**config.mk**
```make
export PLATFORM = sky130hd
export DESIGN_NAME = aesme_keysched
export DESIGN_NICKNAME = d
export VERILOG_FILES = /design/src/hdl/aesme_pkg.sv /design/src/hdl/aesme_keysched.sv
export SDC_FILE = /design/constraint.sdc
export NUM_CORES = 2
export LEC_CHECK = 0
export BUFFER_PORTS_ARGS = -buffer_cell sky130_fd_sc_hd__buf_4
export CORE_ASPECT_RATIO = 0.75
export CORE_MARGIN = 2
export CORE_UTILIZATION = 58
export DETAILED_ROUTE_END_ITERATION = 7
export PLACE_DENSITY = 0.74
export SLEW_MARGIN = 20
export SYNTH_ARGS = -nofsm -noshare
export SYNTH_HDL_FRONTEND = slang
export SYNTH_SLANG_ARGS = --single-unit
export TNS_END_PERCENT = 50
```
**constraint.sdc**
```tcl
create_clock -name clk -period 19.3 [get_ports clk]
set_clock_uncertainty 0.15 [all_clocks]
set_input_delay 4.825 -clock clk [delete_from_list [all_inputs] [get_ports clk]]
set_output_delay 4.825 -clock clk [all_outputs]
set_load 0.03 [all_outputs]
```
**src/hdl/aesme_pkg.sv**
```systemverilog
// ============================================================================
// aesme_pkg
// Shared types, register indexes and AES round functions for the block mode
// engine.
// ============================================================================
package aesme_pkg;

    // Configuration register indexes
    localparam logic [2:0] REG_MODE    = 3'd0;
    localparam logic [2:0] REG_KEY_LEN = 3'd1;
    localparam logic [2:0] REG_KEY0    = 3'd2;
    localparam logic [2:0] REG_KEY1    = 3'd3;
    localparam logic [2:0] REG_KEY2    = 3'd4;
    localparam logic [2:0] REG_KEY3    = 3'd5;
    localparam logic [2:0] REG_IV_HIGH = 3'd6;
    localparam logic [2:0] REG_IV_LOW  = 3'd7;

    // Mode codes
    localparam logic [2:0] MODE_CTR_DEC = 3'd5;

    // Chaining kinds (mode code without its direction bit)
    localparam logic [1:0] KIND_ECB = 2'd0;
    localparam logic [1:0] KIND_CBC = 2'd1;
    localparam logic [1:0] KIND_CTR = 2'd2;

    // Key length codes
    localparam logic [1:0] KLEN_128 = 2'd0;
    localparam logic [1:0] KLEN_192 = 2'd1;

    localparam logic [7:0] PAD_MARK    = 8'h80;
    localparam logic [4:0] BLOCK_BYTES = 5'd16;

    typedef struct packed {
        logic [63:0] block_high;
        logic [63:0] block_low;
        logic        final_item;
        logic [3:0]  byte_count;
    } in_item_t;

    typedef struct packed {
        logic [63:0] result_high;
        logic [63:0] result_low;
        logic [4:0]  valid_bytes;
        logic        pad_error;
        logic        result_last;
    } out_item_t;

    // Classified block waiting for the cipher core
    typedef struct packed {
        logic [127:0] blk;
        logic         final_item;
        logic         dec;
        logic [1:0]   kind;
    } q_entry_t;

    localparam logic [2047:0] SBOX_TABLE = {
        128'h637c777bf26b6fc53001672bfed7ab76,
        128'hca82c97dfa5947f0add4a2af9ca472c0,
        128'hb7fd9326363ff7cc34a5e5f171d83115,
        128'h04c723c31896059a071280e2eb27b275,
        128'h09832c1a1b6e5aa0523bd6b329e32f84,
        128'h53d100ed20fcb15b6acbbe394a4c58cf,
        128'hd0efaafb434d338545f9027f503c9fa8,
        128'h51a3408f929d38f5bcb6da2110fff3d2,
        128'hcd0c13ec5f974417c4a77e3d645d1973,
        128'h60814fdc222a908846eeb814de5e0bdb,
        128'he0323a0a4906245cc2d3ac629195e479,
        128'he7c8376d8dd54ea96c56f4ea657aae08,
        128'hba78252e1ca6b4c6e8dd741f4bbd8b8a,
        128'h703eb5664803f60e613557b986c11d9e,
        128'he1f8981169d98e949b1e87e9ce5528df,
        128'h8ca1890dbfe6426841992d0fb054bb16
    };

    localparam logic [2047:0] INV_SBOX_TABLE = {
        128'h52096ad53036a538bf40a39e81f3d7fb,
        128'h7ce339829b2fff87348e4344c4dee9cb,
        128'h547b9432a6c2233dee4c950b42fac34e,
        128'h082ea16628d924b2765ba2496d8bd125,
        128'h72f8f66486689816d4a45ccc5d65b692,
        128'h6c704850fdedb9da5e154657a78d9d84,
        128'h90d8ab008cbcd30af7e45805b8b34506,
        128'hd02c1e8fca3f0f02c1afbd0301138a6b,
        128'h3a9111414f67dcea97f2cfcef0b4e673,
        128'h96ac7422e7ad3585e2f937e81c75df6e,
        128'h47f11a711d29c5896fb7620eaa18be1b,
        128'hfc563e4bc6d279209adbc0fe78cd5af4,
        128'h1fdda8338807c731b11210592780ec5f,
        128'h60517fa919b54a0d2de57a9f93c99cef,
        128'ha0e03b4dae2af5b0c8ebbb3c83539961,
        128'h172b047eba77d626e169146355210c7d
    };

    function automatic logic [7:0] sbox(input logic [7:0] x);
        return SBOX_TABLE[{~x, 3'b111} -: 8];
    endfunction

    function automatic logic [7:0] inv_sbox(input logic [7:0] x);
        return INV_SBOX_TABLE[{~x, 3'b111} -: 8];
    endfunction

    function automatic logic [7:0] xtime(input logic [7:0] a);
        return {a[6:0], 1'b0} ^ (a[7] ? 8'h1b : 8'h00);
    endfunction

    function automatic logic [31:0] sub_word(input logic [31:0] w);
        return {sbox(w[31:24]), sbox(w[23:16]), sbox(w[15:8]), sbox(w[7:0])};
    endfunction

    function automatic logic [127:0] sub_bytes(input logic [127:0] s);
        logic [127:0] t;
        for (int i = 0; i < 16; i++)
        begin
            t[8*i +: 8] = sbox(s[8*i +: 8]);
        end
        return t;
    endfunction

    function automatic logic [127:0] inv_sub_bytes(input logic [127:0] s);
        logic [127:0] t;
        for (int i = 0; i < 16; i++)
        begin
            t[8*i +: 8] = inv_sbox(s[8*i +: 8]);
        end
        return t;
    endfunction

    // Byte i of the state sits at bits [127-8i -: 8]
    function automatic logic [127:0] shift_rows(input logic [127:0] s);
        logic [127:0] t;
        for (int r = 0; r < 4; r++)
        begin
            for (int c = 0; c < 4; c++)
            begin
                t[127 - 8*(r + 4*c) -: 8] = s[127 - 8*(r + 4*((c + r) & 3)) -: 8];
            end
        end
        return t;
    endfunction

    function automatic logic [127:0] inv_shift_rows(input logic [127:0] s);
        logic [127:0] t;
        for (int r = 0; r < 4; r++)
        begin
            for (int c = 0; c < 4; c++)
            begin
                t[127 - 8*(r + 4*((c + r) & 3)) -: 8] = s[127 - 8*(r + 4*c) -: 8];
            end
        end
        return t;
    endfunction

    function automatic logic [31:0] mix_col(input logic [31:0] w);
        logic [7:0] a [4];
        logic [31:0] t;
        for (int r = 0; r < 4; r++)
        begin
            a[r] = w[31 - 8*r -: 8];
        end
        for (int r = 0; r < 4; r++)
        begin
            t[31 - 8*r -: 8] = xtime(a[r]) ^ xtime(a[(r + 1) & 3]) ^ a[(r + 1) & 3]
                             ^ a[(r + 2) & 3] ^ a[(r + 3) & 3];
        end
        return t;
    endfunction

    function automatic logic [31:0] inv_mix_col(input logic [31:0] w);
        logic [7:0] a  [4];
        logic [7:0] x2 [4];
        logic [7:0] x4 [4];
        logic [7:0] x8 [4];
        logic [31:0] t;
        for (int r = 0; r < 4; r++)
        begin
            a[r]  = w[31 - 8*r -: 8];
            x2[r] = xtime(a[r]);
            x4[r] = xtime(x2[r]);
            x8[r] = xtime(x4[r]);
        end
        for (int r = 0; r < 4; r++)
        begin
            t[31 - 8*r -: 8] =
                (x8[r] ^ x4[r] ^ x2[r]) ^
                (x8[(r + 1) & 3] ^ x2[(r + 1) & 3] ^ a[(r + 1) & 3]) ^
                (x8[(r + 2) & 3] ^ x4[(r + 2) & 3] ^ a[(r + 2) & 3]) ^
                (x8[(r + 3) & 3] ^ a[(r + 3) & 3]);
        end
        return t;
    endfunction

    function automatic logic [127:0] mix_columns(input logic [127:0] s);
        logic [127:0] t;
        for (int c = 0; c < 4; c++)
        begin
            t[127 - 32*c -: 32] = mix_col(s[127 - 32*c -: 32]);
        end
        return t;
    endfunction

    function automatic logic [127:0] inv_mix_columns(input logic [127:0] s);
        logic [127:0] t;
        for (int c = 0; c < 4; c++)
        begin
            t[127 - 32*c -: 32] = inv_mix_col(s[127 - 32*c -: 32]);
        end
        return t;
    endfunction

    // Key words: 4, 6 or 8 (undefined length code acts as 256)
    function automatic logic [3:0] key_nk(input logic [1:0] klen);
        return (klen == KLEN_128) ? 4'd4 : ((klen == KLEN_192) ? 4'd6 : 4'd8);
    endfunction

    function automatic logic [3:0] key_nr(input logic [1:0] klen);
        return key_nk(klen) + 4'd6;
    endfunction

endpackage

```
**src/hdl/aesme_keysched.sv**
```systemverilog
// ============================================================================
// aesme_keysched
// Key expansion, one schedule word per cycle, into a round key memory with
// one registered read port for the cipher core.
// ============================================================================
module aesme_keysched
(
    input  logic         clk,
    input  logic         rst_n,
    input  logic         start,
    input  logic [255:0] key,
    input  logic [1:0]   key_length,
    input  logic [3:0]   rd_addr,
    output logic [127:0] rd_data,
    output logic         busy
);

    logic         busy_reg, busy_next;
    logic [5:0]   idx_reg, idx_next;
    logic [2:0]   mod_reg, mod_next;
    logic [7:0]   rcon_reg, rcon_next;
    logic [31:0]  win_reg [8];
    logic [31:0]  acc_reg [3];
    logic [127:0] rk_mem [15];
    logic [127:0] rd_data_reg;

    logic [3:0]  nk;
    logic [2:0]  nk_m1;
    logic [5:0]  last_idx;
    logic [31:0] key_sel;
    logic [31:0] tmp;
    logic [31:0] word;

    assign nk       = aesme_pkg::key_nk(key_length);
    assign nk_m1    = 3'(nk - 4'd1);
    assign last_idx = {nk, 2'b00} + 6'd27;
    assign key_sel  = key[{~idx_reg[2:0], 5'h1f} -: 32];

    // Compute the next schedule word
    always_comb
    begin
        tmp = win_reg[0];
        if (mod_reg == 3'd0)
        begin
            tmp = aesme_pkg::sub_word({win_reg[0][23:0], win_reg[0][31:24]})
                ^ {rcon_reg, 24'h000000};
        end
        else if (nk == 4'd8 && mod_reg == 3'd4)
        begin
            tmp = aesme_pkg::sub_word(win_reg[0]);
        end
        word = (idx_reg < 6'(nk)) ? key_sel : (win_reg[nk_m1] ^ tmp);
    end

    // Advance counters
    always_comb
    begin
        busy_next = busy_reg;
        idx_next  = idx_reg;
        mod_next  = mod_reg;
        rcon_next = rcon_reg;
        if (start)
        begin
            busy_next = 1'b1;
            idx_next  = '0;
            mod_next  = '0;
            rcon_next = 8'h01;
        end
        else if (busy_reg)
        begin
            idx_next = idx_reg + 6'd1;
            mod_next = (mod_reg == nk_m1) ? 3'd0 : mod_reg + 3'd1;
            if (idx_reg >= 6'(nk) && mod_reg == 3'd0)
            begin
                rcon_next = aesme_pkg::xtime(rcon_reg);
            end
            if (idx_reg == last_idx)
            begin
                busy_next = 1'b0;
            end
        end
    end

    always_ff @(posedge clk or negedge rst_n)
    begin
        if (!rst_n)
        begin
            busy_reg <= 1'b0;
            idx_reg  <= '0;
            mod_reg  <= '0;
            rcon_reg <= 8'h01;
        end
        else
        begin
            busy_reg <= busy_next;
            idx_reg  <= idx_next;
            mod_reg  <= mod_next;
            rcon_reg <= rcon_next;
        end
    end

    // Slide the word window and gather four words per round key
    always_ff @(posedge clk)
    begin
        if (busy_reg && !start)
        begin
            win_reg[0] <= word;
            for (int k = 1; k < 8; k++)
            begin
                win_reg[k] <= win_reg[k-1];
            end
            if (idx_reg[1:0] == 2'd3)
            begin
                rk_mem[idx_reg[5:2]] <= {acc_reg[0], acc_reg[1], acc_reg[2], word};
            end
            else
            begin
                acc_reg[idx_reg[1:0]] <= word;
            end
        end
    end

    // Registered read port
    always_ff @(posedge clk)
    begin
        rd_data_reg <= rk_mem[rd_addr];
    end

    assign rd_data = rd_data_reg;
    assign busy    = busy_reg;

endmodule

```
==> results.md <==
* Buffers and inverters on the worst path at 4
* Tcrit/Tclk final at 0.427
* Max Cap Viol at 0
* Relative slew slack at 0.155
* Sequential share of the synthesized area at 0.682
* Number of top-level design ports at 394
* Ys async rst share at 0.00744
* Most common cell after layout, fill and taps aside: edfxtp_1
* Result of the run: complete, no violations
* WL/cell at 33.6 µm
* Via count of the first global-routing pass at 61100
* Leading cell types in the layout, fill and taps excluded: edfxtp_1 (2272), mux4_2 (601), buf_4 (542)
* Synth Area per Inst at 16.7 µm²
* Net count reported at finish at 6847
* Internal portion of total power at 9.10 mW
* Number of I/O port buffers at 393
* Slew at the pin closest to its max-slew limit at 1.27 ns
* Max-slew violation count at 0
* Vertical extent of the die at 372 µm
* Number of fill cells in the layout at 11900
* Clock-pin transition on the worst setup and hold timing paths at 0.07 ns
* Worst VDD drop at 105 µV
* Cell chosen for the clock root: clkbuf_16
* Cells after Synth at 6258
* Hold Slack at 0.220 ns
* RSZ-0062 raised after global routing: false
* Number of iterations in the first detailed-routing pass at 7
* Share of cells above drive strength 1 at 0.241
* Sw power at 3.54 mW
* Setup violation total in the final timing report at 0
* Antenna violations before repair at 22
* Clk pwr share at 0.343
* Post-synth EDFFs at 2272
* Global-route wire length before repair at 438 mm
* Final instance area at 0.117 mm²
* Critical Path Source Type: input pin
* Required time reported for the critical path endpoint at 19.61 ns
* Power density over cell area at 108 mW/mm²
* Worst-path cell with the longest stage delay: buf_4
* Maximum root-to-sink buffer count at 3
* Family with the most delay on the worst path: buffers and inverters
* Largest net degree at the start of global routing at 197
* Count of placed standard cells including taps at 8680
* Final cell count without fillers at 9087
* Number of library cell types mapped by synthesis at 99
* Time the worst path needs with I/O delays and setup at 8.23 ns
* Cell with the most instances on the worst path: buf_4
* Top achievable clock speed at 121 MHz
* Source-to-sink clock delay at the later pin of the worst-skew pair at 0.87 ns
* Part of the power in registers at 0.481
* Final wirelength at 305 mm
* Synthesis-stage register bit count at 2418
* Arrival time at the worst endpoint at 8.55 ns
* HP Class: reg2reg
* Area of the placeable core at 0.179 mm²
* Number of rows in the core area at 134
* Detailed router's first-iteration violation count at 10300
* Placed wire-length estimate after detailed placement at 175 mm
* Type of element capturing the critical path: flop
* Die width at 494 µm
* Initial core utilization at 0.585
* Detail Route Antenna Nets at 0
* Kind of critical path: in2reg
* Setup TNS at 0 ns
* Largest stage delay, worst path at 0.87 ns
* Number of clock sinks seen by CTS at 2418
* Main flop type after synthesis: edfxtp_1
* Syn Std Cell Area at 0.105 mm²
* Static Leak at 38.6 nW
* Cell area after placement at 0.110 mm²
* Number of H-tree levels at 4
* Combinational group share of total power at 0.176
* Worst-path fanout max at 48
* Post-cts hold buffer count at 0
* Area of the die at 0.184 mm²
* Critical path cell sequence: buf_4 > or3b_2 > nor2_4 > buf_4 > buf_4 > buf_4
* Largest register FFs at 1920
* Overall fraction of global-route tracks in use at 0.331
* Area Growth Syn to Fin at 12.1%
* FF+latch area at 0.0712 mm²
* Routability Congestion at 1.04
* TritonCTS clock tree: done
* Number of nets produced by synthesis at 6592
* Vias after detailed routing at 64000
* Drt drc at 0
* Remaining Overflow, GRT at 0
* Routed via count divided by cell count at 7.05
* Number of synthesis warnings at 0
* CTS resizes at 0
* Final hold vios at 0
* Number of buffers created by CTS at 210
* Fraction of power spent switching nets at 0.280
* Multi-input combinational cell area at 0.0312 mm²
* Number of post-CTS setup repair buffers at 0
-- path summary, 6_finish.rpt --
| path | start | cells after the start | endpoint | slack (ns) |
|---|---|---|---|---|
| min in group asynchronous | rst_n | 1 | idx_reg[0] | 3.69 |
| hold reg to reg | win_reg[2][16] | 0 | win_reg[3][16] | 0.22 |
| hold / removal | win_reg[2][16] | 0 | win_reg[3][16] | 0.22 |
| setup / recovery | start | 6 | rk_mem[6][2] | 11.07 |
| max in group asynchronous | rst_n | 1 | rcon_reg[0] | 15.03 |
| setup reg to reg | win_reg[0][9] | 12 | acc_reg[1][10] | 13.37 |
-- logic make-up after synthesis --
family	Yosys count	share of synthesized area
fa+ha+maj	69	0.00826
flops	2418	0.682
compound gates	1154	0.0756
simple gates	1190	0.0577
xor+xnor	27	0.00226
buf+inv	564	0.0223
mux	836	0.152
-- routing by layer --
layer / GRT usage / up-vias / wire length [µm]
met1: 0.502 / 33200 / 125000
li1: - / 25900 / -
met5: 0.00234 / - / 219
met3: 0.0917 / 586 / 37700
met4: 0.0919 / 26 / 8920
met2: 0.473 / 4291 / 133000
-- cells in the mapped netlist (36+ instances only) --
master    count  share of area
nand2_1     326          0.012
ha_1         69         0.0083
dfxtp_1     128          0.025
o31ai_1      36         0.0026
o211ai_1     60         0.0043
mux2i_1     215          0.021
clkbuf_1    294          0.011
o21ai_0     285          0.014
nor2_1      211         0.0076
edfxtp_1   2272           0.65
a21oi_1     196         0.0094
nand2b_1     96         0.0057
inv_1        42         0.0015
nor2b_1     125         0.0075
mux4_2      601           0.13
a211oi_1     88         0.0063
a311oi_1     49         0.0041
nor3_1       84         0.0040
nand3_1     107         0.0051
buf_2       103         0.0049
or2_2        36         0.0022
a31oi_1      61         0.0037
buf_1       102         0.0037
-- final cells by class --
cell class                      instances  area share
Sequential cell                      2418       0.608
Multi-Input combinational cell       3276       0.267
Clock buffer                          282      0.0491
Timing Repair Buffer                  557      0.0372
Tap cell                             2380      0.0254
Clock inverter                        115      0.0120
Inverter                               50     0.00160
Antenna cell                            9    0.000192
-- stage by stage --
| step | total power, mW | setup slack [ns] | util |
|---|---|---|---|
| final | 12.6 | 11.07 | 0.656 |
| after global routing | 13.0 | 10.98 | 0.656 |
| after CTS | 12.6 | 11.13 | 0.656 |
| after detailed placement | 8.30 | 10.24 | 0.616 |
| after global placement | 8.30 | 10.29 | 0.616 |
| after floorplan | 7.44 | 0.274 | - |
-- power by group through the flow --
stage / combinational [mW] / sequential (mW) / clock [mW]
after floorplan: 1.24 / 6.20 / 0
after global routing: 2.30 / 6.09 / 4.57
after CTS: 2.12 / 6.08 / 4.38
final: 2.23 / 6.08 / 4.34
after global placement: 2.12 / 6.18 / 0
after detailed placement: 2.11 / 6.19 / 0
No activity file was read; power rests on OpenSTA's default activity.
