`config.mk`:
```
export PLATFORM = sky130hd
export DESIGN_NAME = aesme_front
export DESIGN_NICKNAME = d
export VERILOG_FILES = /design/src/hdl/aesme_pkg.sv /design/src/hdl/aesme_front.sv
export SDC_FILE = /design/constraint.sdc
export NUM_CORES = 1
export LEC_CHECK = 0
export BUFFER_PORTS_ARGS = -buffer_cell sky130_fd_sc_hd__buf_2
export CAP_MARGIN = 20
export CORE_MARGIN = 5
export CORE_UTILIZATION = 31
export CTS_CLUSTER_SIZE = 14
export DETAILED_ROUTE_END_ITERATION = 6
export PLACE_DENSITY = 0.53
export RECOVER_POWER = 100
export SYNTH_ARGS = -nofsm -noshare
export SYNTH_HDL_FRONTEND = slang
export SYNTH_SLANG_ARGS = --single-unit
```
`constraint.sdc`:
```
create_clock -name clk -period 14.85 [get_ports clk]
set_input_delay 2.2275 -clock clk [delete_from_list [all_inputs] [get_ports clk]]
set_output_delay 2.2275 -clock clk [all_outputs]
set_load 0.005 [all_outputs]
```
`src/hdl/aesme_pkg.sv`:
```
// ============================================================================
// aesme_pkg
// Shared types, register indexes and AES round functions for the block mode
// engine.
// ============================================================================
package aesme_pkg;

    // Configuration register indexes
    localparam logic [2:0] REG_MODE    = 3'd0;
    localparam logic [2:0] REG_KEY_LEN = 3'd1;
    localparam logic [2:0] REG_KEY0    = 3'd2;
    localparam logic [2:0] REG_KEY1    = 3'd3;
    localparam logic [2:0] REG_KEY2    = 3'd4;
    localparam logic [2:0] REG_KEY3    = 3'd5;
    localparam logic [2:0] REG_IV_HIGH = 3'd6;
    localparam logic [2:0] REG_IV_LOW  = 3'd7;

    // Mode codes
    localparam logic [2:0] MODE_CTR_DEC = 3'd5;

    // Chaining kinds (mode code without its direction bit)
    localparam logic [1:0] KIND_ECB = 2'd0;
    localparam logic [1:0] KIND_CBC = 2'd1;
    localparam logic [1:0] KIND_CTR = 2'd2;

    // Key length codes
    localparam logic [1:0] KLEN_128 = 2'd0;
    localparam logic [1:0] KLEN_192 = 2'd1;

    localparam logic [7:0] PAD_MARK    = 8'h80;
    localparam logic [4:0] BLOCK_BYTES = 5'd16;

    typedef struct packed {
        logic [63:0] block_high;
        logic [63:0] block_low;
        logic        final_item;
        logic [3:0]  byte_count;
    } in_item_t;

    typedef struct packed {
        logic [63:0] result_high;
        logic [63:0] result_low;
        logic [4:0]  valid_bytes;
        logic        pad_error;
        logic        result_last;
    } out_item_t;

    // Classified block waiting for the cipher core
    typedef struct packed {
        logic [127:0] blk;
        logic         final_item;
        logic         dec;
        logic [1:0]   kind;
    } q_entry_t;

    localparam logic [2047:0] SBOX_TABLE = {
        128'h637c777bf26b6fc53001672bfed7ab76,
        128'hca82c97dfa5947f0add4a2af9ca472c0,
        128'hb7fd9326363ff7cc34a5e5f171d83115,
        128'h04c723c31896059a071280e2eb27b275,
        128'h09832c1a1b6e5aa0523bd6b329e32f84,
        128'h53d100ed20fcb15b6acbbe394a4c58cf,
        128'hd0efaafb434d338545f9027f503c9fa8,
        128'h51a3408f929d38f5bcb6da2110fff3d2,
        128'hcd0c13ec5f974417c4a77e3d645d1973,
        128'h60814fdc222a908846eeb814de5e0bdb,
        128'he0323a0a4906245cc2d3ac629195e479,
        128'he7c8376d8dd54ea96c56f4ea657aae08,
        128'hba78252e1ca6b4c6e8dd741f4bbd8b8a,
        128'h703eb5664803f60e613557b986c11d9e,
        128'he1f8981169d98e949b1e87e9ce5528df,
        128'h8ca1890dbfe6426841992d0fb054bb16
    };

    localparam logic [2047:0] INV_SBOX_TABLE = {
        128'h52096ad53036a538bf40a39e81f3d7fb,
        128'h7ce339829b2fff87348e4344c4dee9cb,
        128'h547b9432a6c2233dee4c950b42fac34e,
        128'h082ea16628d924b2765ba2496d8bd125,
        128'h72f8f66486689816d4a45ccc5d65b692,
        128'h6c704850fdedb9da5e154657a78d9d84,
        128'h90d8ab008cbcd30af7e45805b8b34506,
        128'hd02c1e8fca3f0f02c1afbd0301138a6b,
        128'h3a9111414f67dcea97f2cfcef0b4e673,
        128'h96ac7422e7ad3585e2f937e81c75df6e,
        128'h47f11a711d29c5896fb7620eaa18be1b,
        128'hfc563e4bc6d279209adbc0fe78cd5af4,
        128'h1fdda8338807c731b11210592780ec5f,
        128'h60517fa919b54a0d2de57a9f93c99cef,
        128'ha0e03b4dae2af5b0c8ebbb3c83539961,
        128'h172b047eba77d626e169146355210c7d
    };

    function automatic logic [7:0] sbox(input logic [7:0] x);
        return SBOX_TABLE[{~x, 3'b111} -: 8];
    endfunction

    function automatic logic [7:0] inv_sbox(input logic [7:0] x);
        return INV_SBOX_TABLE[{~x, 3'b111} -: 8];
    endfunction

    function automatic logic [7:0] xtime(input logic [7:0] a);
        return {a[6:0], 1'b0} ^ (a[7] ? 8'h1b : 8'h00);
    endfunction

    function automatic logic [31:0] sub_word(input logic [31:0] w);
        return {sbox(w[31:24]), sbox(w[23:16]), sbox(w[15:8]), sbox(w[7:0])};
    endfunction

    function automatic logic [127:0] sub_bytes(input logic [127:0] s);
        logic [127:0] t;
        for (int i = 0; i < 16; i++)
        begin
            t[8*i +: 8] = sbox(s[8*i +: 8]);
        end
        return t;
    endfunction

    function automatic logic [127:0] inv_sub_bytes(input logic [127:0] s);
        logic [127:0] t;
        for (int i = 0; i < 16; i++)
        begin
            t[8*i +: 8] = inv_sbox(s[8*i +: 8]);
        end
        return t;
    endfunction

    // Byte i of the state sits at bits [127-8i -: 8]
    function automatic logic [127:0] shift_rows(input logic [127:0] s);
        logic [127:0] t;
        for (int r = 0; r < 4; r++)
        begin
            for (int c = 0; c < 4; c++)
            begin
                t[127 - 8*(r + 4*c) -: 8] = s[127 - 8*(r + 4*((c + r) & 3)) -: 8];
            end
        end
        return t;
    endfunction

    function automatic logic [127:0] inv_shift_rows(input logic [127:0] s);
        logic [127:0] t;
        for (int r = 0; r < 4; r++)
        begin
            for (int c = 0; c < 4; c++)
            begin
                t[127 - 8*(r + 4*((c + r) & 3)) -: 8] = s[127 - 8*(r + 4*c) -: 8];
            end
        end
        return t;
    endfunction

    function automatic logic [31:0] mix_col(input logic [31:0] w);
        logic [7:0] a [4];
        logic [31:0] t;
        for (int r = 0; r < 4; r++)
        begin
            a[r] = w[31 - 8*r -: 8];
        end
        for (int r = 0; r < 4; r++)
        begin
            t[31 - 8*r -: 8] = xtime(a[r]) ^ xtime(a[(r + 1) & 3]) ^ a[(r + 1) & 3]
                             ^ a[(r + 2) & 3] ^ a[(r + 3) & 3];
        end
        return t;
    endfunction

    function automatic logic [31:0] inv_mix_col(input logic [31:0] w);
        logic [7:0] a  [4];
        logic [7:0] x2 [4];
        logic [7:0] x4 [4];
        logic [7:0] x8 [4];
        logic [31:0] t;
        for (int r = 0; r < 4; r++)
        begin
            a[r]  = w[31 - 8*r -: 8];
            x2[r] = xtime(a[r]);
            x4[r] = xtime(x2[r]);
            x8[r] = xtime(x4[r]);
        end
        for (int r = 0; r < 4; r++)
        begin
            t[31 - 8*r -: 8] =
                (x8[r] ^ x4[r] ^ x2[r]) ^
                (x8[(r + 1) & 3] ^ x2[(r + 1) & 3] ^ a[(r + 1) & 3]) ^
                (x8[(r + 2) & 3] ^ x4[(r + 2) & 3] ^ a[(r + 2) & 3]) ^
                (x8[(r + 3) & 3] ^ a[(r + 3) & 3]);
        end
        return t;
    endfunction

    function automatic logic [127:0] mix_columns(input logic [127:0] s);
        logic [127:0] t;
        for (int c = 0; c < 4; c++)
        begin
            t[127 - 32*c -: 32] = mix_col(s[127 - 32*c -: 32]);
        end
        return t;
    endfunction

    function automatic logic [127:0] inv_mix_columns(input logic [127:0] s);
        logic [127:0] t;
        for (int c = 0; c < 4; c++)
        begin
            t[127 - 32*c -: 32] = inv_mix_col(s[127 - 32*c -: 32]);
        end
        return t;
    endfunction

    // Key words: 4, 6 or 8 (undefined length code acts as 256)
    function automatic logic [3:0] key_nk(input logic [1:0] klen);
        return (klen == KLEN_128) ? 4'd4 : ((klen == KLEN_192) ? 4'd6 : 4'd8);
    endfunction

    function automatic logic [3:0] key_nr(input logic [1:0] klen);
        return key_nk(klen) + 4'd6;
    endfunction

endpackage

```
`src/hdl/aesme_front.sv`:
```
// ============================================================================
// aesme_front
// Input side: resolves the mode, pads the final block when encrypting and
// holds classified blocks in a two-entry queue for the core.
// ============================================================================
module aesme_front
(
    input  logic                 clk,
    input  logic                 rst_n,
    input  logic                 in_valid,
    output logic                 in_ready,
    input  aesme_pkg::in_item_t  in_data,
    input  logic [2:0]           mode_select,
    output logic                 q_valid,
    output aesme_pkg::q_entry_t  q_data,
    input  logic                 q_pop
);

    aesme_pkg::q_entry_t fifo_reg [2];
    logic                wr_ptr_reg, rd_ptr_reg;
    logic [1:0]          count_reg, count_next;
    aesme_pkg::q_entry_t entry;
    logic [2:0]          mode_r;
    logic                push;

    // Classify the incoming beat
    always_comb
    begin
        mode_r = (mode_select > aesme_pkg::MODE_CTR_DEC) ? aesme_pkg::MODE_CTR_DEC
                                                         : mode_select;
        entry.dec        = mode_r[0];
        entry.kind       = mode_r[2:1];
        entry.final_item = in_data.final_item;
        entry.blk        = {in_data.block_high, in_data.block_low};
        if (!mode_r[0] && in_data.final_item)
        begin
            for (int i = 0; i < 16; i++)
            begin
                if (4'(i) == in_data.byte_count)
                begin
                    entry.blk[127 - 8*i -: 8] = aesme_pkg::PAD_MARK;
                end
                else if (4'(i) > in_data.byte_count)
                begin
                    entry.blk[127 - 8*i -: 8] = 8'h00;
                end
            end
        end
    end

    assign in_ready = (count_reg != 2'd2);
    assign push     = in_valid && in_ready;
    assign q_valid  = (count_reg != 2'd0);
    assign q_data   = fifo_reg[rd_ptr_reg];

    always_comb
    begin
        count_next = count_reg;
        if (push && !q_pop)
        begin
            count_next = count_reg + 2'd1;
        end
        else if (!push && q_pop)
        begin
            count_next = count_reg - 2'd1;
        end
    end

    // Queue pointers
    always_ff @(posedge clk or negedge rst_n)
    begin
        if (!rst_n)
        begin
            wr_ptr_reg <= 1'b0;
            rd_ptr_reg <= 1'b0;
            count_reg  <= '0;
        end
        else
        begin
            count_reg <= count_next;
            if (push)
            begin
                wr_ptr_reg <= ~wr_ptr_reg;
            end
            if (q_pop)
            begin
                rd_ptr_reg <= ~rd_ptr_reg;
            end
        end
    end

    // Queue storage
    always_ff @(posedge clk)
    begin
        if (push)
        begin
            fifo_reg[wr_ptr_reg] <= entry;
        end
    end

    a_no_overflow: assert property (@(posedge clk) disable iff (!rst_n)
        count_reg != 2'd3)
        else $error("queue count out of range");

    a_no_underflow: assert property (@(posedge clk) disable iff (!rst_n)
        q_pop |-> count_reg != 2'd0)
        else $error("pop from empty queue");

    a_count_track: assert property (@(posedge clk) disable iff (!rst_n)
        (push && !q_pop) |=> count_reg == $past(count_reg) + 2'd1)
        else $error("queue count lost a beat");

endmodule

```
==> results.md, run 1 <==
- Netlist cell types: 51
- RR Endpoint: fifo_reg[1][2]
- Vias: 6,270
- F_max: 114 MHz
- Aggregate global-route resource usage: 12.9%
- Post-CTS sizing: 0
- Multi-input gate area: 2730 um2
- Syn_nets: 766
- # rows: 69
- Critical-path maximum fanout: 67
- CP startpoint: rd_ptr_reg
- CTS HTree Levels: 1
- PortBufs: 273
- Startpoint Class: flop
- Hold Buf Count CTS: 0
- Post-CTS setup buffers: 0
- Die Y: 199 um
- Static Leak: 4.72 nW
- CTS buffer count: 29
- Hold path startpoint: count_reg[1]
- Worst skew pair latency: 0.54 ns
- Worst Hold Slack: 0.499 ns
- Flop2flop setup slack: 8.10 ns
- Die area: 39,400 um2
- Async set-reset flop share out of synthesis: 1.49%
- Seq. cell area: 8030 um2
- DRT Pass-1 Iters: 4
- Remaining antenna violation count: 0
- Met3 Track Usage GR: 5.01%
- Required time worst endpoint: 12.62 ns
- Final Max Slew Viols: 405
- Vias in the first global route: 6,680
- CTS Sinks: 268
- Area contributors post-synth: edfxtp_1, mux2_2, and2_1, buf_2, dfrtp_1
- Total grt overflow: 0
- Largest net degree at the start of global routing: 69
- # fillers: 3,431
- Iter 0 DRT Violations: 212
- Met1 GRT Util: 17.2%
- GR Util met2: 20.1%
- Post-DP HPWL: 17.9 mm
- Critical path's top delay family: buffers and inverters
- Max incr delay on CP: 2.77 ns
- Clock skew: 0.0138 ns
- Routed len/inst: 19.2 um
- Clk slew on worst S/H paths: 0.06 ns
- Run status: complete, but fails checks
- Cells after DPL: 1,336
- Crit path time final: 8.74 ns
- Finished Core Util: 38.2%
- Slowest CP cell: clkbuf_1
- Syn_area_per_cell: 17.6 um2
- Setup Total Neg Slack: 0 ns
- Nets: 1,047
- Detailed Route WL: 26.7 mm
- Initial Util: 31.2%
- Hold endpoint: count_reg[1]
- #FFs+latches synth: 268
- Most instantiated cells after synthesis: edfxtp_1, mux2_2, and2_1
- CP most frequent cell: clkbuf_1
- CTS tree: yes
- Final setup vio count: 0
- RSZ-0062 raised after global routing: false
- P&R area growth vs syn: 22.3%
- Slew Limit Headroom: -179%
- Number of synthesized flops with an enable pin: 264
- Least-Margin Pin Slew: 4.19 ns
- Min-delay worst type: reg2reg
- Core ar.: 35,300 um2
- CP Buf/Inv Count: 2
- CTS root buf: clkbuf_16
- Yosys top cell by area: edfxtp_1
- First-pass GRT wire length: 39.4 mm
- Final Non-Filler Cells: 1,391
- Post-synthesis instance total: 625
- Count leader, synth: edfxtp_1
- Initial antenna violation count: 12
- Max reg flops: 264
- Max Cap Violations: 6
- Final Hold Viols: 0
- DRC viols: 0
- Hold depth: 1
- Number of vias per cell: 4.51
- Critical path, cell by cell: clkbuf_1, mux2_2, clkbuf_1
- Sequential area share after synthesis: 72.8%
- Worst vdd rail ir drop: 0.107 mV
- RR Startpoint: count_reg[0]
- Worst reg2reg path depth: 3
- Synth warn: 0
- Dominant synthesized flop cell: edfxtp_1
- Top cell type's share of synthesized area: 71.9%
- Syn Std Cell Area: 11,000 um2
- CP endpoint kind: output pin
- Die span in x: 199 um
- Top-Level Pins: 274
- Layout cell share with drive strength beyond 1: 37.0%
- WP data arrival: 6.52 ns
- Failing checks: max-capacitance violations, max-slew violations
- Max Buffers Root-to-Sink: 3
- Pwr Density: 180 nW/um2
- Routability Congestion: 0.745
- Busiest layer in global routing: met2
- Setup CP Type: reg2out
- Tcrit/Tclk final: 58.9%
[cell type report]
cell class	instances	share of cell area, %
sequential	268	59.6
multi-input combinational	323	20.2
timing repair buffer	277	9.43
clock buffer	37	5.61
tap	461	4.28
clock inverter	15	0.650
inverter	7	0.195
antenna	3	0.0557
[per-stage QoR]
stage	total power, mW	instance area (um2)	setup WS (ns)
final	2.42	13500	6.11
after global placement	1.80	12900	10.04
after CTS	2.47	13700	9.39
after detailed placement	1.80	12900	10.00
after floorplan	1.52	11000	6.42
after global routing	2.56	13500	5.44
[power breakdown]
group | switching (mW) | internal, mW | total (mW)
Combinational | 0.327 | 0.305 | 0.632
Sequential | 0.0754 | 1.06 | 1.14
Clock | 0.277 | 0.372 | 0.649
[cell families (layout without fill, tap and decap cells)]
family	Yosys count	count (layout)	share of synthesized area (%)
buffers and inverters	34	336	1.69
adders and majority gates	1	1	0.114
other	0	3	0
muxes	135	135	13.8
xor gates and xnor gates	5	5	0.397
and+or+nand+nor	155	155	9.13
DFF	268	268	72.8
AOI/OAI and AO/OA	27	27	2.04
[placed cells by master, fill, tap and decap left out, drive strengths merged, types with 7 or more instances in the layout]
cell type and instances:
clkbuf 129, mux2 134, and2 99, nor2b 15
clkinv 14, nand2 8, inv 7, nand3 9
edfxtp 264, buf 185
[worst reg2reg max path, stage by stage, from the launching register on]
cell and delay [ns]:
dfrtp_1 0.41, nand2b_1 0.18, and3_1 2.43, clkbuf_1 3.08
[worst max-delay path by stage]
| stage | endpoint | depth (start not counted) |
|---|---|---|
| floorplan | fifo_reg[0][0] | 2 |
| CTS | q_data[19] | 3 |
| finish | q_data[19] | 3 |
| global placement | q_data[79] | 3 |
| detailed placement | q_data[19] | 3 |
| global route | q_data[104] | 3 |
[metal layers]
layer | share of wire (%) | up-vias
li1 | - | 2940
met1 | 43 | 3060
met2 | 46 | 194
met3 | 9.2 | 58
met4 | 2.1 | 18
met5 | 0.33 | -
Power figures use the tool's default switching activity.
==> inputs of run 2 (changes only) <==
--- a/config.mk
+++ b/config.mk
@@ -11,7 +11,7 @@
 export CORE_UTILIZATION = 31
 export CTS_CLUSTER_SIZE = 14
 export DETAILED_ROUTE_END_ITERATION = 6
-export PLACE_DENSITY = 0.53
+export PLACE_DENSITY = 0.55
 export RECOVER_POWER = 100
 export SYNTH_ARGS = -nofsm -noshare
 export SYNTH_HDL_FRONTEND = slang
==> constraint.sdc (replaced) <==
create_clock -name clk -period 7.3 [get_ports clk]
set_input_delay 1.095 -clock clk [delete_from_list [all_inputs] [get_ports clk]]
set_output_delay 1.095 -clock clk [all_outputs]
set_load 0.005 [all_outputs]
==> results.md, run 2 (synthesized netlist as in run 1, its figures left out) <==
- Dpl ws: 3.59 ns (-6.42 ns)
- Max Buffers Root-to-Sink: 3 (unchanged)
- Failing checks: max-capacitance violations, max-slew violations
- CTS buffer count: 29 (unchanged)
- Least-Margin Pin Slew: 3.25 ns (-0.938 ns)
- Nets: 1,049 (+0.19%)
- Final Hold Viols: 0 (unchanged)
- Required time worst endpoint: 6.20 ns (-6.42 ns)
- RR Endpoint: fifo_reg[1][96]
- Worst vdd rail ir drop: 0.255 mV (+140%)
- Top-Level Pins: 274 (unchanged)
- Final Non-Filler Cells: 1,392 (+0.072%)
- Crit path time final: 5.39 ns
- CP startpoint: rd_ptr_reg
- Initial antenna violation count: 8 (-4)
- Critical path, cell by cell: buf_4, mux2_2, buf_2
- # rows: 69 (unchanged)
- Critical-path maximum fanout: 78 (+16%)
- Max incr delay on CP: 1.99 ns (-0.78 ns)
- Routability Congestion: 0.736 (-1.2%)
- Setup Total Neg Slack: 0 ns (unchanged)
- DRT Pass-1 Iters: 4 (unchanged)
- Slowest CP cell: dfrtp_1
- Cells after DPL: 1,338 (+0.15%)
- Core ar.: 35,300 um2 (unchanged)
- Metal1 wirelength: 11.1 mm (-3.0%)
- Post-CTS setup buffers: 0 (unchanged)
- Clk slew on worst S/H paths: 0.06 ns (about the same)
- Worst reg2reg path depth: 3 (unchanged)
- CTS tree: yes
- Final Max Slew Viols: 340 (-16%)
- Detailed Route WL: 26.3 mm (-1.3%)
- First-pass GRT wire length: 38.4 mm (-2.3%)
- Total grt overflow: 0 (unchanged)
- Flop2flop setup slack: 2.05 ns (-6.05 ns)
- Slew Limit Headroom: -117% (+63 points)
- Max reg flops: 264 (unchanged)
- Run status: complete, but fails checks
- P&R area growth vs syn: 22.8%
- Most frequent cells in the layout: edfxtp_1, buf_2, mux2_2
- Aggregate global-route resource usage: 12.7% (-0.26 points)
- Routed len/inst: 18.9 um (-1.4%)
- Clock skew: 0.0101 ns (-0.00373 ns)
- Hold Buf Count CTS: 0 (unchanged)
- Commonest non-fill, non-tap cell in the layout: edfxtp_1
- Die span in x: 199 um (unchanged)
- Number of vias per cell: 4.45 (-1.4%)
- Min-delay worst type: in2async
- RSZ-0062 raised after global routing: false
- Vias: 6,188 (-1.3%)
- Pwr Density: 362 nW/um2 (+100%)
- Largest net degree at the start of global routing: 79 (+14%)
- Die Y: 199 um (unchanged)
- # fillers: 3,400 (-0.90%)
- CTS Sinks: 268 (unchanged)
- Static Leak: 4.78 nW (+1.2%)
- CTS root buf: clkbuf_16
- WP data arrival: 4.30 ns (-2.22 ns)
- Final setup vio count: 0 (unchanged)
- Tcrit/Tclk final: 73.9%
- Startpoint Class: flop
- PortBufs: 273 (unchanged)
- Max Cap Violations: 8 (+2)
- Metal2 WL: 12.5 mm (+2.2%)
- Met3 WL: 2.08 mm (-15%)
- Iter 0 DRT Violations: 208 (-1.9%)
- Post-DP HPWL: 18.0 mm (+0.87%)
- Finished Core Util: 38.3% (+0.14 points)
- CTS HTree Levels: 1 (unchanged)
- RR Startpoint: count_reg[0]
- Remaining antenna violation count: 0 (unchanged)
- Max Used Layer: met5
- F_max: 185 MHz
- Worst Hold Slack: 0.376 ns (-0.123 ns)
- Vias in the first global route: 6,479 (-3.0%)
- Layout cell share with drive strength beyond 1: 38.8% (+1.8 points)
- Final worst setup slack: 1.91 ns (-4.20 ns)
- Setup CP Type: reg2out
- DRC viols: 0 (unchanged)
- Die area: 39,400 um2 (unchanged)
- CP endpoint kind: output pin
- Initial Util: 31.2% (unchanged)
- Post-CTS sizing: 0 (unchanged)
- Worst skew pair latency: 0.54 ns (about the same)
==> run 2: layer usage <==
metal,global-route usage [%],up-vias
li1,-,2930
met1,16.4,3002
met4,2.94,16
met2,20.8,190
met3,4.15,50
met5,0,-
==> run 2: worst max-delay path by stage <==
stage	to	slack (ns)	depth (start not counted)
after floorplan	fifo_reg[0][0]	0.007	2
after global routing	q_data[99]	1.56	3
after CTS	q_data[59]	2.98	3
final	q_data[102]	1.91	3
after global placement	q_data[59]	3.60	3
after detailed placement	q_data[59]	3.59	3
==> run 2: final cells by class <==
| type | instances | area (um2) | area share [%] |
|---|---|---|---|
| inverters | 7 | 26.3 | 0.194 |
| well taps | 461 | 577 | 4.26 |
| repair buffers | 279 | 1300 | 9.62 |
| diodes | 1 | 2.50 | 0.0185 |
| multi-input cells | 323 | 2730 | 20.2 |
| clock buffers | 44 | 792 | 5.85 |
| flip-flops and latches | 268 | 8030 | 59.3 |
| clock inverters | 9 | 75.1 | 0.555 |
==> run 2: report_power, final <==
group	internal, mW	total, mW	switching (mW)
Combinational	0.594	1.26	0.662
Sequential	2.15	2.29	0.140
Clock	0.780	1.35	0.567
Total	3.52	4.89	1.37
==> run 2: metrics by stage <==
stage | cell area (um2) | power, mW
2_1_floorplan | 11000 | 3.09
3_3_place_gp | 12900 | 3.65
3_5_place_dp | 12900 | 3.65
4_1_cts | 13700 | 5.03
5_1_grt | 13500 | 5.18
6_report | 13500 | 4.89
==> run 2: critical path, delay by kind of cell, from the launching register on <==
family	cells	cell delay (ns)
mux	1	0.44
buf+inv	2	1.14
flops	1	1.99
